**src/i2of5_pkg.sv**
```systemverilog
// Package for the interleaved 2 of 5 bar encoder: payload types, constants, digit patterns.
`timescale 1ns / 1ps

package i2of5_pkg;

    localparam logic [7:0] START_PATTERN = 8'hCC;
    localparam logic [7:0] STOP_PATTERN  = 8'hF3;
    localparam logic [7:0] DIGIT_BASE    = 8'h30;
    localparam logic [3:0] MAX_PAIRS_RST = 4'd12;

    // Most bytes one pair can produce: 8 start + 28 pair + 8 stop, padded
    localparam int unsigned BUF_BYTES = 6;
    localparam int unsigned BUF_BITS  = BUF_BYTES * 8;

    localparam logic [1:0] STATUS_OK       = 2'd0;
    localparam logic [1:0] STATUS_BAD_CHAR = 2'd1;
    localparam logic [1:0] STATUS_TOO_MANY = 2'd2;

    typedef struct packed {
        logic [7:0] char_bars;
        logic [7:0] char_spaces;
        logic       first_pair;
        logic       last_pair;
    } pair_t;

    typedef struct packed {
        logic [7:0] packed_byte;
        logic       end_of_symbol;
        logic [1:0] status;
    } result_t;

    function automatic logic is_digit(input logic [7:0] c);
        return c inside {[DIGIT_BASE:DIGIT_BASE + 8'd9]};
    endfunction

    // Wide-element mask per digit, bit 4 is the first element
    function automatic logic [4:0] digit_wides(input logic [3:0] d);
        logic [4:0] w;
        case (d)
            4'd0:    w = 5'h06;
            4'd1:    w = 5'h11;
            4'd2:    w = 5'h09;
            4'd3:    w = 5'h18;
            4'd4:    w = 5'h05;
            4'd5:    w = 5'h14;
            4'd6:    w = 5'h0C;
            4'd7:    w = 5'h03;
            4'd8:    w = 5'h12;
            4'd9:    w = 5'h0A;
            default: w = 5'h00;
        endcase
        return w;
    endfunction

    // Interleaved bars and spaces of one pair; always 28 modules
    function automatic logic [27:0] pair_modules(input logic [4:0] wb, input logic [4:0] ws);
        logic [27:0] pat;
        pat = '0;
        for (int j = 0; j < 5; j++)
        begin
            pat = wb[4 - j] ? {pat[23:0], 4'hF} : {pat[25:0], 2'b11};
            pat = ws[4 - j] ? {pat[23:0], 4'h0} : {pat[25:0], 2'b00};
        end
        return pat;
    endfunction

endpackage

```
**src/interleaved_2of5_bar_encoder_core.sv**
```systemverilog
// Interleaved 2 of 5 bar encoder: pair input register, one-pass packer, byte output buffer.
// A transferred pair is registered in the input register, then packed into the output buffer once that is free.
// Throughput: one output byte per cycle while res_stall is low; a pair produces 3 to 6
//   bytes, an error pair a single byte, and a dropped pair none.
// The next pair is packed in the cycle the previous pair's last byte transfers.
// Reset (rst_n low, asynchronous): channels empty, symbol state cleared, max_pairs = 12.
`timescale 1ns / 1ps

module interleaved_2of5_bar_encoder_core (
    input  logic             clk,
    input  logic             rst_n,
    input  logic             pair_valid,
    output logic             pair_stall,
    input  i2of5_pkg::pair_t pair_data,
    output logic             res_valid,
    input  logic             res_stall,
    output i2of5_pkg::result_t res_data,
    input  logic             cfg_valid,
    output logic             cfg_ready,
    input  logic [3:0]       cfg_data
);
    import i2of5_pkg::*;

    pair_t                 in_reg;
    logic                  in_vld_reg;
    logic [3:0]            max_pairs_reg;
    logic [6:0]            partial_modules_reg, partial_modules_next;
    logic [2:0]            partial_count_reg, partial_count_next;
    logic [3:0]            pairs_seen_reg, pairs_seen_next;
    logic                  symbol_aborted_reg, symbol_aborted_next;
    logic [BUF_BITS-1:0]   buf_reg, buf_next;
    logic [2:0]            buf_cnt_reg, buf_cnt_next;
    logic                  buf_end_reg, buf_end_next;
    logic [1:0]            buf_status_reg, buf_status_next;

    logic                  res_xfer;
    logic                  consume;
    logic                  ignore;
    logic [3:0]            ps_eff;
    logic [1:0]            err_status;
    logic [7:0]            prefix;
    logic [3:0]            plen;
    logic [27:0]           pair_bits;
    logic [43:0]           seq;
    logic [BUF_BITS-1:0]   aligned;
    logic [5:0]            ntot;
    logic [2:0]            nbytes;
    logic [2:0]            rem;
    logic [6:0]            rem_mask;

    assign cfg_ready = 1'b1;
    assign res_valid = buf_cnt_reg != 3'd0;
    assign res_xfer  = res_valid && !res_stall;

    // Load the buffer once it is empty or its final byte is leaving
    assign consume    = in_vld_reg && (buf_cnt_reg == 3'd0 || (buf_cnt_reg == 3'd1 && res_xfer));
    assign pair_stall = in_vld_reg && !consume;

    assign res_data.packed_byte   = buf_reg[BUF_BITS-1 -: 8];
    assign res_data.end_of_symbol = buf_end_reg && buf_cnt_reg == 3'd1;
    assign res_data.status        = buf_status_reg;

    always_comb
    begin
        ignore = !in_reg.first_pair && symbol_aborted_reg;
        ps_eff = in_reg.first_pair ? 4'd0 : pairs_seen_reg;

        if (ps_eff >= max_pairs_reg)
            err_status = STATUS_TOO_MANY;
        else if (!is_digit(in_reg.char_bars) || !is_digit(in_reg.char_spaces))
            err_status = STATUS_BAD_CHAR;
        else
            err_status = STATUS_OK;

        // a first pair starts a new symbol and discards any carried modules, so the prefix is one or the other
        prefix = in_reg.first_pair ? START_PATTERN : {1'b0, partial_modules_reg};
        plen   = in_reg.first_pair ? 4'd8 : {1'b0, partial_count_reg};

        pair_bits = pair_modules(digit_wides(4'(in_reg.char_bars - DIGIT_BASE)),
                                 digit_wides(4'(in_reg.char_spaces - DIGIT_BASE)));
        seq       = {prefix, pair_bits, in_reg.last_pair ? STOP_PATTERN : 8'h00};
        aligned   = {4'b0, seq} << (4'd12 - plen);

        ntot   = 6'(plen) + 6'd28 + (in_reg.last_pair ? 6'd8 : 6'd0);
        nbytes = in_reg.last_pair ? 3'((ntot + 6'd7) >> 3) : ntot[5:3];
        rem    = ntot[2:0];
        rem_mask = 7'((8'd1 << rem) - 8'd1);

        partial_modules_next = partial_modules_reg;
        partial_count_next   = partial_count_reg;
        pairs_seen_next      = pairs_seen_reg;
        symbol_aborted_next  = symbol_aborted_reg;
        buf_next             = buf_reg;
        buf_cnt_next         = buf_cnt_reg;
        buf_end_next         = buf_end_reg;
        buf_status_next      = buf_status_reg;

        if (res_xfer)
        begin
            buf_next     = {buf_reg[BUF_BITS-9:0], 8'h00};
            buf_cnt_next = buf_cnt_reg - 3'd1;
        end

        if (consume)
        begin
            if (ignore)
            begin
                buf_cnt_next = 3'd0;
            end
            else if (err_status != STATUS_OK)
            begin
                buf_next             = '0;
                buf_cnt_next         = 3'd1;
                buf_end_next         = 1'b1;
                buf_status_next      = err_status;
                partial_modules_next = '0;
                partial_count_next   = '0;
                pairs_seen_next      = '0;
                symbol_aborted_next  = 1'b1;
            end
            else
            begin
                buf_next            = aligned;
                buf_cnt_next        = nbytes;
                buf_end_next        = in_reg.last_pair;
                buf_status_next     = STATUS_OK;
                symbol_aborted_next = 1'b0;
                if (in_reg.last_pair)
                begin
                    partial_modules_next = '0;
                    partial_count_next   = '0;
                    pairs_seen_next      = '0;
                end
                else
                begin
                    partial_modules_next = seq[14:8] & rem_mask;
                    partial_count_next   = rem;
                    pairs_seen_next      = ps_eff + 4'd1;
                end
            end
        end
    end

    always_ff @(posedge clk or negedge rst_n)
    begin
        if (!rst_n)
        begin
            in_vld_reg          <= 1'b0;
            max_pairs_reg       <= MAX_PAIRS_RST;
            partial_modules_reg <= '0;
            partial_count_reg   <= '0;
            pairs_seen_reg      <= '0;
            symbol_aborted_reg  <= 1'b0;
            buf_cnt_reg         <= '0;
            buf_end_reg         <= 1'b0;
            buf_status_reg      <= STATUS_OK;
        end
        else
        begin
            if (pair_valid && !pair_stall)
                in_vld_reg <= 1'b1;
            else if (consume)
                in_vld_reg <= 1'b0;
            if (cfg_valid && cfg_ready)
                max_pairs_reg <= cfg_data;
            partial_modules_reg <= partial_modules_next;
            partial_count_reg   <= partial_count_next;
            pairs_seen_reg      <= pairs_seen_next;
            symbol_aborted_reg  <= symbol_aborted_next;
            buf_cnt_reg         <= buf_cnt_next;
            buf_end_reg         <= buf_end_next;
            buf_status_reg      <= buf_status_next;
        end
    end

    always_ff @(posedge clk)
    begin
        if (pair_valid && !pair_stall)
            in_reg <= pair_data;
        buf_reg <= buf_next;
    end

`ifndef SYNTH
    a_buf_bound: assert property (@(posedge clk) disable iff (!rst_n)
        buf_cnt_reg <= 3'(BUF_BYTES))
        else $error("output buffer count out of range");

    a_stall_while_draining: assert property (@(posedge clk) disable iff (!rst_n)
        (in_vld_reg && buf_cnt_reg > 3'd1) |-> pair_stall)
        else $error("pair taken while buffer still holds several bytes");

    a_error_single: assert property (@(posedge clk) disable iff (!rst_n)
        (res_valid && res_data.status != STATUS_OK) |->
            (buf_cnt_reg == 3'd1 && res_data.end_of_symbol && res_data.packed_byte == 8'h00))
        else $error("error result is not a single flagged zero byte");

    a_partial_clean: assert property (@(posedge clk) disable iff (!rst_n)
        (partial_modules_reg >> partial_count_reg) == 7'd0)
        else $error("carried modules exceed carried count");

    a_abort_on_error: assert property (@(posedge clk) disable iff (!rst_n)
        (consume && !ignore && err_status != STATUS_OK) |=> symbol_aborted_reg)
        else $error("symbol not aborted after error");
`endif

endmodule

```
**config.mk**
```make
export PLATFORM = sky130hd
export DESIGN_NAME = interleaved_2of5_bar_encoder_core
export DESIGN_NICKNAME = d
export VERILOG_FILES = /design/src/i2of5_pkg.sv /design/src/interleaved_2of5_bar_encoder_core.sv
export SDC_FILE = /design/constraint.sdc
export NUM_CORES = 1
export LEC_CHECK = 0
export BUFFER_PORTS_ARGS = -buffer_cell sky130_fd_sc_hd__buf_2
export CORE_ASPECT_RATIO = 1.2
export CORE_MARGIN = 1
export CORE_UTILIZATION = 60
export DETAILED_ROUTE_END_ITERATION = 10
export GPL_ROUTABILITY_DRIVEN = 0
export PLACE_DENSITY = 0.82
export SLEW_MARGIN = 20
export SYNTH_ARGS = -nofsm -noshare
export SYNTH_HDL_FRONTEND = slang
export SYNTH_SLANG_ARGS = --single-unit
```
**constraint.sdc**
```tcl
create_clock -name clk -period 3.6 [get_ports clk]
set_input_delay 0.18 -clock clk [delete_from_list [all_inputs] [get_ports clk]]
set_output_delay 0.18 -clock clk [all_outputs]
set_load 0.1 [all_outputs]
```
==> impl.org <==
** Job
- Max-cap violations in this run came to 0.

** Place
- Once detailed placement completed, the half-perimeter wirelength came to between 10000 and 15000 µm.
- Input and output buffers added on the ports amount to 39.

** CTS
- TritonCTS built the clock tree.
- After clock tree synthesis, the clock-pin slew on the worst setup and hold paths is approximately 0.070 ns.
- After clock tree synthesis, the setup repair step added 0 buffers.
- Counting every sink on the clock net gives 100.
- Insertion delay of the later-clocked pin in the worst-skew pair :: between 0.3 and 0.4 ns
- Root buf cell :: sky130_fd_sc_hd__clkbuf_16
- Maximum root-to-sink buffer count :: 2
- Number of clock buffers inserted by TritonCTS :: 9
- H-tree Lvls :: 3

** Worst setup path
- Master of the slowest instance on the critical path :: sky130_fd_sc_hd__dfxtp_1
- Counting both buffers and inverters, the worst setup path holds a total of 1.
- Critical Path Fanout Max :: 17
- Setup CP Type :: reg2reg
- CP Data Required Time :: 3.88 ns
- Endpoint class of the critical path :: register
- STA classifies the critical path startpoint as a register.
- Data on the critical path arrives at its endpoint at 3.67 ns.
- Cell class contributing the biggest share of worst-path delay :: compound AO/OA/AOI/OAI gates
- Walking the worst path, the cells encountered are buf_4 -> nor4_1 -> nor4_1 -> o211ai_1 -> and2_1 -> a221o_2 -> a22oi_1 -> o21ai_0 -> a22oi_1 -> a2bb2oi_1 -> o22ai_1.
- For this run, the slowest stage of the critical path takes slightly above 0.7 ns.

** Power and ir drop
- P_leak :: roughly 3.3 nW
- Combinational logic burns 62.2% of the power.
- Share of total power in the clock network :: between 10 and 15%
- Worst supply voltage drop on vdd :: ~0.70 mV
- Power Density :: ~850 nW/µm²
- Net switching power :: between 3 and 4 mW
- Sequential Power Share :: a little under a quarter
- Internal power comes to approximately 3.5 mW.
- Fraction of power spent switching nets :: roughly half

** Routing
- Detail Route Antenna Nets :: 0
- The first routing iteration left 810 violations.
- After detailed routing, the total wire length is ~20000 µm.
- For this block, the via count after detailed routing is approximately 7200.
- Vias per inst :: 6.44
- First-pass detailed-route iteration total :: 7
- Dividing the detail-routed wire length by the instance count gives about 18 µm.
- Total DRC errors in the routed layout :: 0

** Synthesis
- Area of the mapped netlist :: between 7000 and 8000 µm²
- The netlist uses between 80 and 90 different library cells.
- In this run, synthesis produced a sequential element count of 100.
- A synthesized cell averages slightly below 8 µm².
- Number of instances in the synthesized netlist :: 940
- Of the synthesized area, sequential elements account for about 31%.
- After synthesis, the share of flip-flops with an asynchronous set or reset is roughly a quarter.
- Syn. warnings :: 0
- For this run, the leading register cell type out of synthesis is sky130_fd_sc_hd__dfxtp_1.
- Post-Syn Nets :: 999
- Counting flops with a built-in enable in the synthesized netlist gives 18.

** Final layout
- Growth of design area from synthesis to finish :: 9.59%
- Antenna Diode Count :: 0
- Cells with a size suffix above 1 make up 13.9% of the layout.
- Final net count :: 1013
- Number of flip-flops in the largest register :: 48

** Hold path
- The path class of the tightest hold or removal check is in2reg.

** Outcome
- Outcome :: finished clean

** Timing
- Across all hold checks on the routed design, the worst slack comes to approximately 0.011 ns.
- Measured against its own limit, the worst slew margin works out to a little over 40%.
- At the pin with the least slew margin, the transition time is a little under 0.9 ns.
- Setup repair after global routing missed its margin :: no
- Number of endpoints with negative hold slack in the final report :: 0
- Setup total negative slack on the finished layout was measured at 0 ns.
- Post-route fraction of the period consumed by the critical path :: between 90% and 100%
- The worst path needs around 3.4 ns of the cycle, external delays included.
- The number of max-slew violations in the final report is 0.
- For this run, the top clock speed supported by timing is between 200 and 300 MHz.
- Setup violations remaining at the end of the flow were counted as 0.
- Clock skew on the completed layout was measured at between 0.008 and 0.009 ns.

** Global routing
- Number of antenna violations at the first check in global routing :: 0
- Global routing used about a third of the available tracks across all layers.
- Residual overflow from global routing :: 0
- The first global-routing pass estimated 32100 µm of wire.
- Entering global routing, the biggest net connects 55 pins.
- The number of global-route vias before repair is 6523.

** Floorplanning
- After floorplanning, the core was divided into 44 placement rows.
- I/O pin count :: about 40
- Die Span X :: about 100 µm
- Die outline area :: 12800 µm²
- Placeable core area :: 12100 µm²
- For this configuration, the core starts out at a cell density of 61.4%.
- Die Y :: roughly 120 µm
-- stage by stage --
step	setup slack, ns	std cells	utilization [%]	power, mW	instance area (µm²)
3_3_place_gp	0.336	1093	63.9	5.76	7740
6_report	0.213	1120	67.3	6.93	8150
2_1_floorplan	0.529	940	-	4.94	7440
5_1_grt	0.0243	1120	67.3	7.41	8150
4_1_cts	0.174	1120	67.3	6.83	8150
3_5_place_dp	0.190	1093	63.9	5.84	7740
-- worst paths after layout --
check / start / to / slack (ns) / cells past startpoint
worst max-delay path: register / buf_reg[34] / 0.21 / 11
worst min-delay path: pair_data[10] / in_reg[10] / 0.01 / 1
worst max register to register: register / buf_reg[34] / 0.21 / 11
worst min register to register: buf_reg[1] / buf_reg[1] / 0.46 / 2
max in group asynchronous: rst_n / max_pairs_reg[2] / 2.89 / 2
min in group asynchronous: rst_n / partial_modules_reg[6] / 0.33 / 2
-- power groups by stage --
stage          combinational [mW]  sequential [mW]  clock (mW)
2_1_floorplan                3.38             1.57           0
3_3_place_gp                 4.10             1.66           0
3_5_place_dp                 4.17             1.67           0
4_1_cts                      4.21             1.65       0.970
5_1_grt                      4.68             1.70        1.02
6_report                     4.32             1.66       0.959
-- synth_stat cells, types with 5 or more instances --
| master | n | area, µm² |
|---|---|---|
| sky130_fd_sc_hd__o31ai_1 | 8 | 60.1 |
| sky130_fd_sc_hd__nor2b_1 | 5 | 31.3 |
| sky130_fd_sc_hd__xor2_1 | 5 | 43.8 |
| sky130_fd_sc_hd__nand3_1 | 16 | 80.1 |
| sky130_fd_sc_hd__a21oi_1 | 85 | 425 |
| sky130_fd_sc_hd__clkbuf_1 | 54 | 203 |
| sky130_fd_sc_hd__mux2_2 | 12 | 135 |
| sky130_fd_sc_hd__a211oi_1 | 7 | 52.6 |
| sky130_fd_sc_hd__inv_1 | 31 | 116 |
| sky130_fd_sc_hd__o21a_1 | 9 | 67.6 |
| sky130_fd_sc_hd__dfxtp_1 | 58 | 1160 |
| sky130_fd_sc_hd__edfxtp_1 | 18 | 541 |
| sky130_fd_sc_hd__o21ai_1 | 5 | 25.0 |
| sky130_fd_sc_hd__dfrtp_1 | 22 | 551 |
| sky130_fd_sc_hd__buf_1 | 7 | 26.3 |
| sky130_fd_sc_hd__a211o_1 | 5 | 43.8 |
| sky130_fd_sc_hd__ha_1 | 32 | 400 |
| sky130_fd_sc_hd__o211ai_1 | 8 | 60.1 |
| sky130_fd_sc_hd__nor3_1 | 20 | 100 |
| sky130_fd_sc_hd__xnor2_1 | 7 | 61.3 |
| sky130_fd_sc_hd__mux2i_1 | 56 | 561 |
| sky130_fd_sc_hd__nand2_1 | 126 | 473 |
| sky130_fd_sc_hd__a22oi_1 | 5 | 37.5 |
| sky130_fd_sc_hd__nor4_1 | 11 | 68.8 |
| sky130_fd_sc_hd__a21o_1 | 12 | 90.1 |
| sky130_fd_sc_hd__o22ai_1 | 24 | 150 |
| sky130_fd_sc_hd__and2_1 | 11 | 68.8 |
| sky130_fd_sc_hd__a31oi_1 | 13 | 81.3 |
| sky130_fd_sc_hd__nor2_1 | 70 | 263 |
| sky130_fd_sc_hd__buf_4 | 12 | 90.1 |
| sky130_fd_sc_hd__o21ai_0 | 89 | 445 |
-- layer usage --
| layer | track usage (%) | part of all wire (%) |
|---|---|---|
| met1 | 38.0 | 41 |
| met2 | 52.3 | 47 |
| met4 | 19.7 | 5.2 |
| met3 | 6.07 | 6.6 |
| met5 | 0 | 0 |
-- layout by cell type (no fill, tap or decap), types with 4 or more instances in the layout --
cell | netlist | final
sky130_fd_sc_hd__a21oi_1 | 85 | 83
sky130_fd_sc_hd__and2_1 | 11 | 11
sky130_fd_sc_hd__xor2_1 | 5 | 5
sky130_fd_sc_hd__edfxtp_1 | 18 | 18
sky130_fd_sc_hd__o22ai_1 | 24 | 24
sky130_fd_sc_hd__o31ai_1 | 8 | 8
sky130_fd_sc_hd__nor4_1 | 11 | 11
sky130_fd_sc_hd__a22oi_1 | 5 | 5
sky130_fd_sc_hd__mux2_2 | 12 | 12
sky130_fd_sc_hd__o21ai_0 | 89 | 88
sky130_fd_sc_hd__mux2i_1 | 56 | 56
sky130_fd_sc_hd__nand2_1 | 126 | 126
sky130_fd_sc_hd__or3_1 | 4 | 4
sky130_fd_sc_hd__buf_4 | 12 | 33
sky130_fd_sc_hd__a221oi_1 | 4 | 4
sky130_fd_sc_hd__a221o_1 | 4 | 4
sky130_fd_sc_hd__and3_1 | 4 | 4
sky130_fd_sc_hd__dfrtp_1 | 22 | 22
sky130_fd_sc_hd__dlygate4sd3_1 | 0 | 11
sky130_fd_sc_hd__inv_1 | 31 | 31
sky130_fd_sc_hd__a211oi_1 | 7 | 7
sky130_fd_sc_hd__xnor2_1 | 7 | 7
sky130_fd_sc_hd__a21o_1 | 12 | 12
sky130_fd_sc_hd__ha_1 | 32 | 31
sky130_fd_sc_hd__o21ai_1 | 5 | 5
sky130_fd_sc_hd__clkbuf_16 | 0 | 10
sky130_fd_sc_hd__nor2b_1 | 5 | 5
sky130_fd_sc_hd__o211ai_1 | 8 | 8
sky130_fd_sc_hd__dfxtp_1 | 58 | 55
sky130_fd_sc_hd__buf_2 | 4 | 39
sky130_fd_sc_hd__a31oi_1 | 13 | 13
sky130_fd_sc_hd__nor2_1 | 70 | 70
sky130_fd_sc_hd__o21a_1 | 9 | 9
sky130_fd_sc_hd__nand3_1 | 16 | 16
sky130_fd_sc_hd__a211o_1 | 5 | 5
sky130_fd_sc_hd__nor3_1 | 20 | 20
-- kinds of logic (layout without fill, tap and decap cells) --
group / count (synthesis) / after routing / share of synthesized area [%]
simple gates: 282 / 282 / 16.6
buf+inv: 114 / 133 / 6.83
other cells: 1 / 1 / 0.0504
compound gates: 328 / 328 / 28.8
xor+xnor: 12 / 12 / 1.41
flops: 100 / 100 / 31.0
fa+ha+maj: 34 / 34 / 5.67
mux: 69 / 69 / 9.56
-- final cells by class --
cell class,count,area [µm²]
tap,161,201
inverter,33,124
fill,1012,3960
multi-input combinational,726,4650
timing repair buffer,84,573
clock inverter,4,28.8
clock buffer,12,262
sequential,100,2310
-- repair_timing --
| action | 4_1_cts | 5_1_grt |
|---|---|---|
| hold endpoints to repair | 32 | 0 |
| gates resized for setup | 0 | 3 |
| endpoints found under the setup margin | 0 | 4 |
| hold buffers | 11 | 0 |
Note: power is estimated with default switching activity, not from simulation.
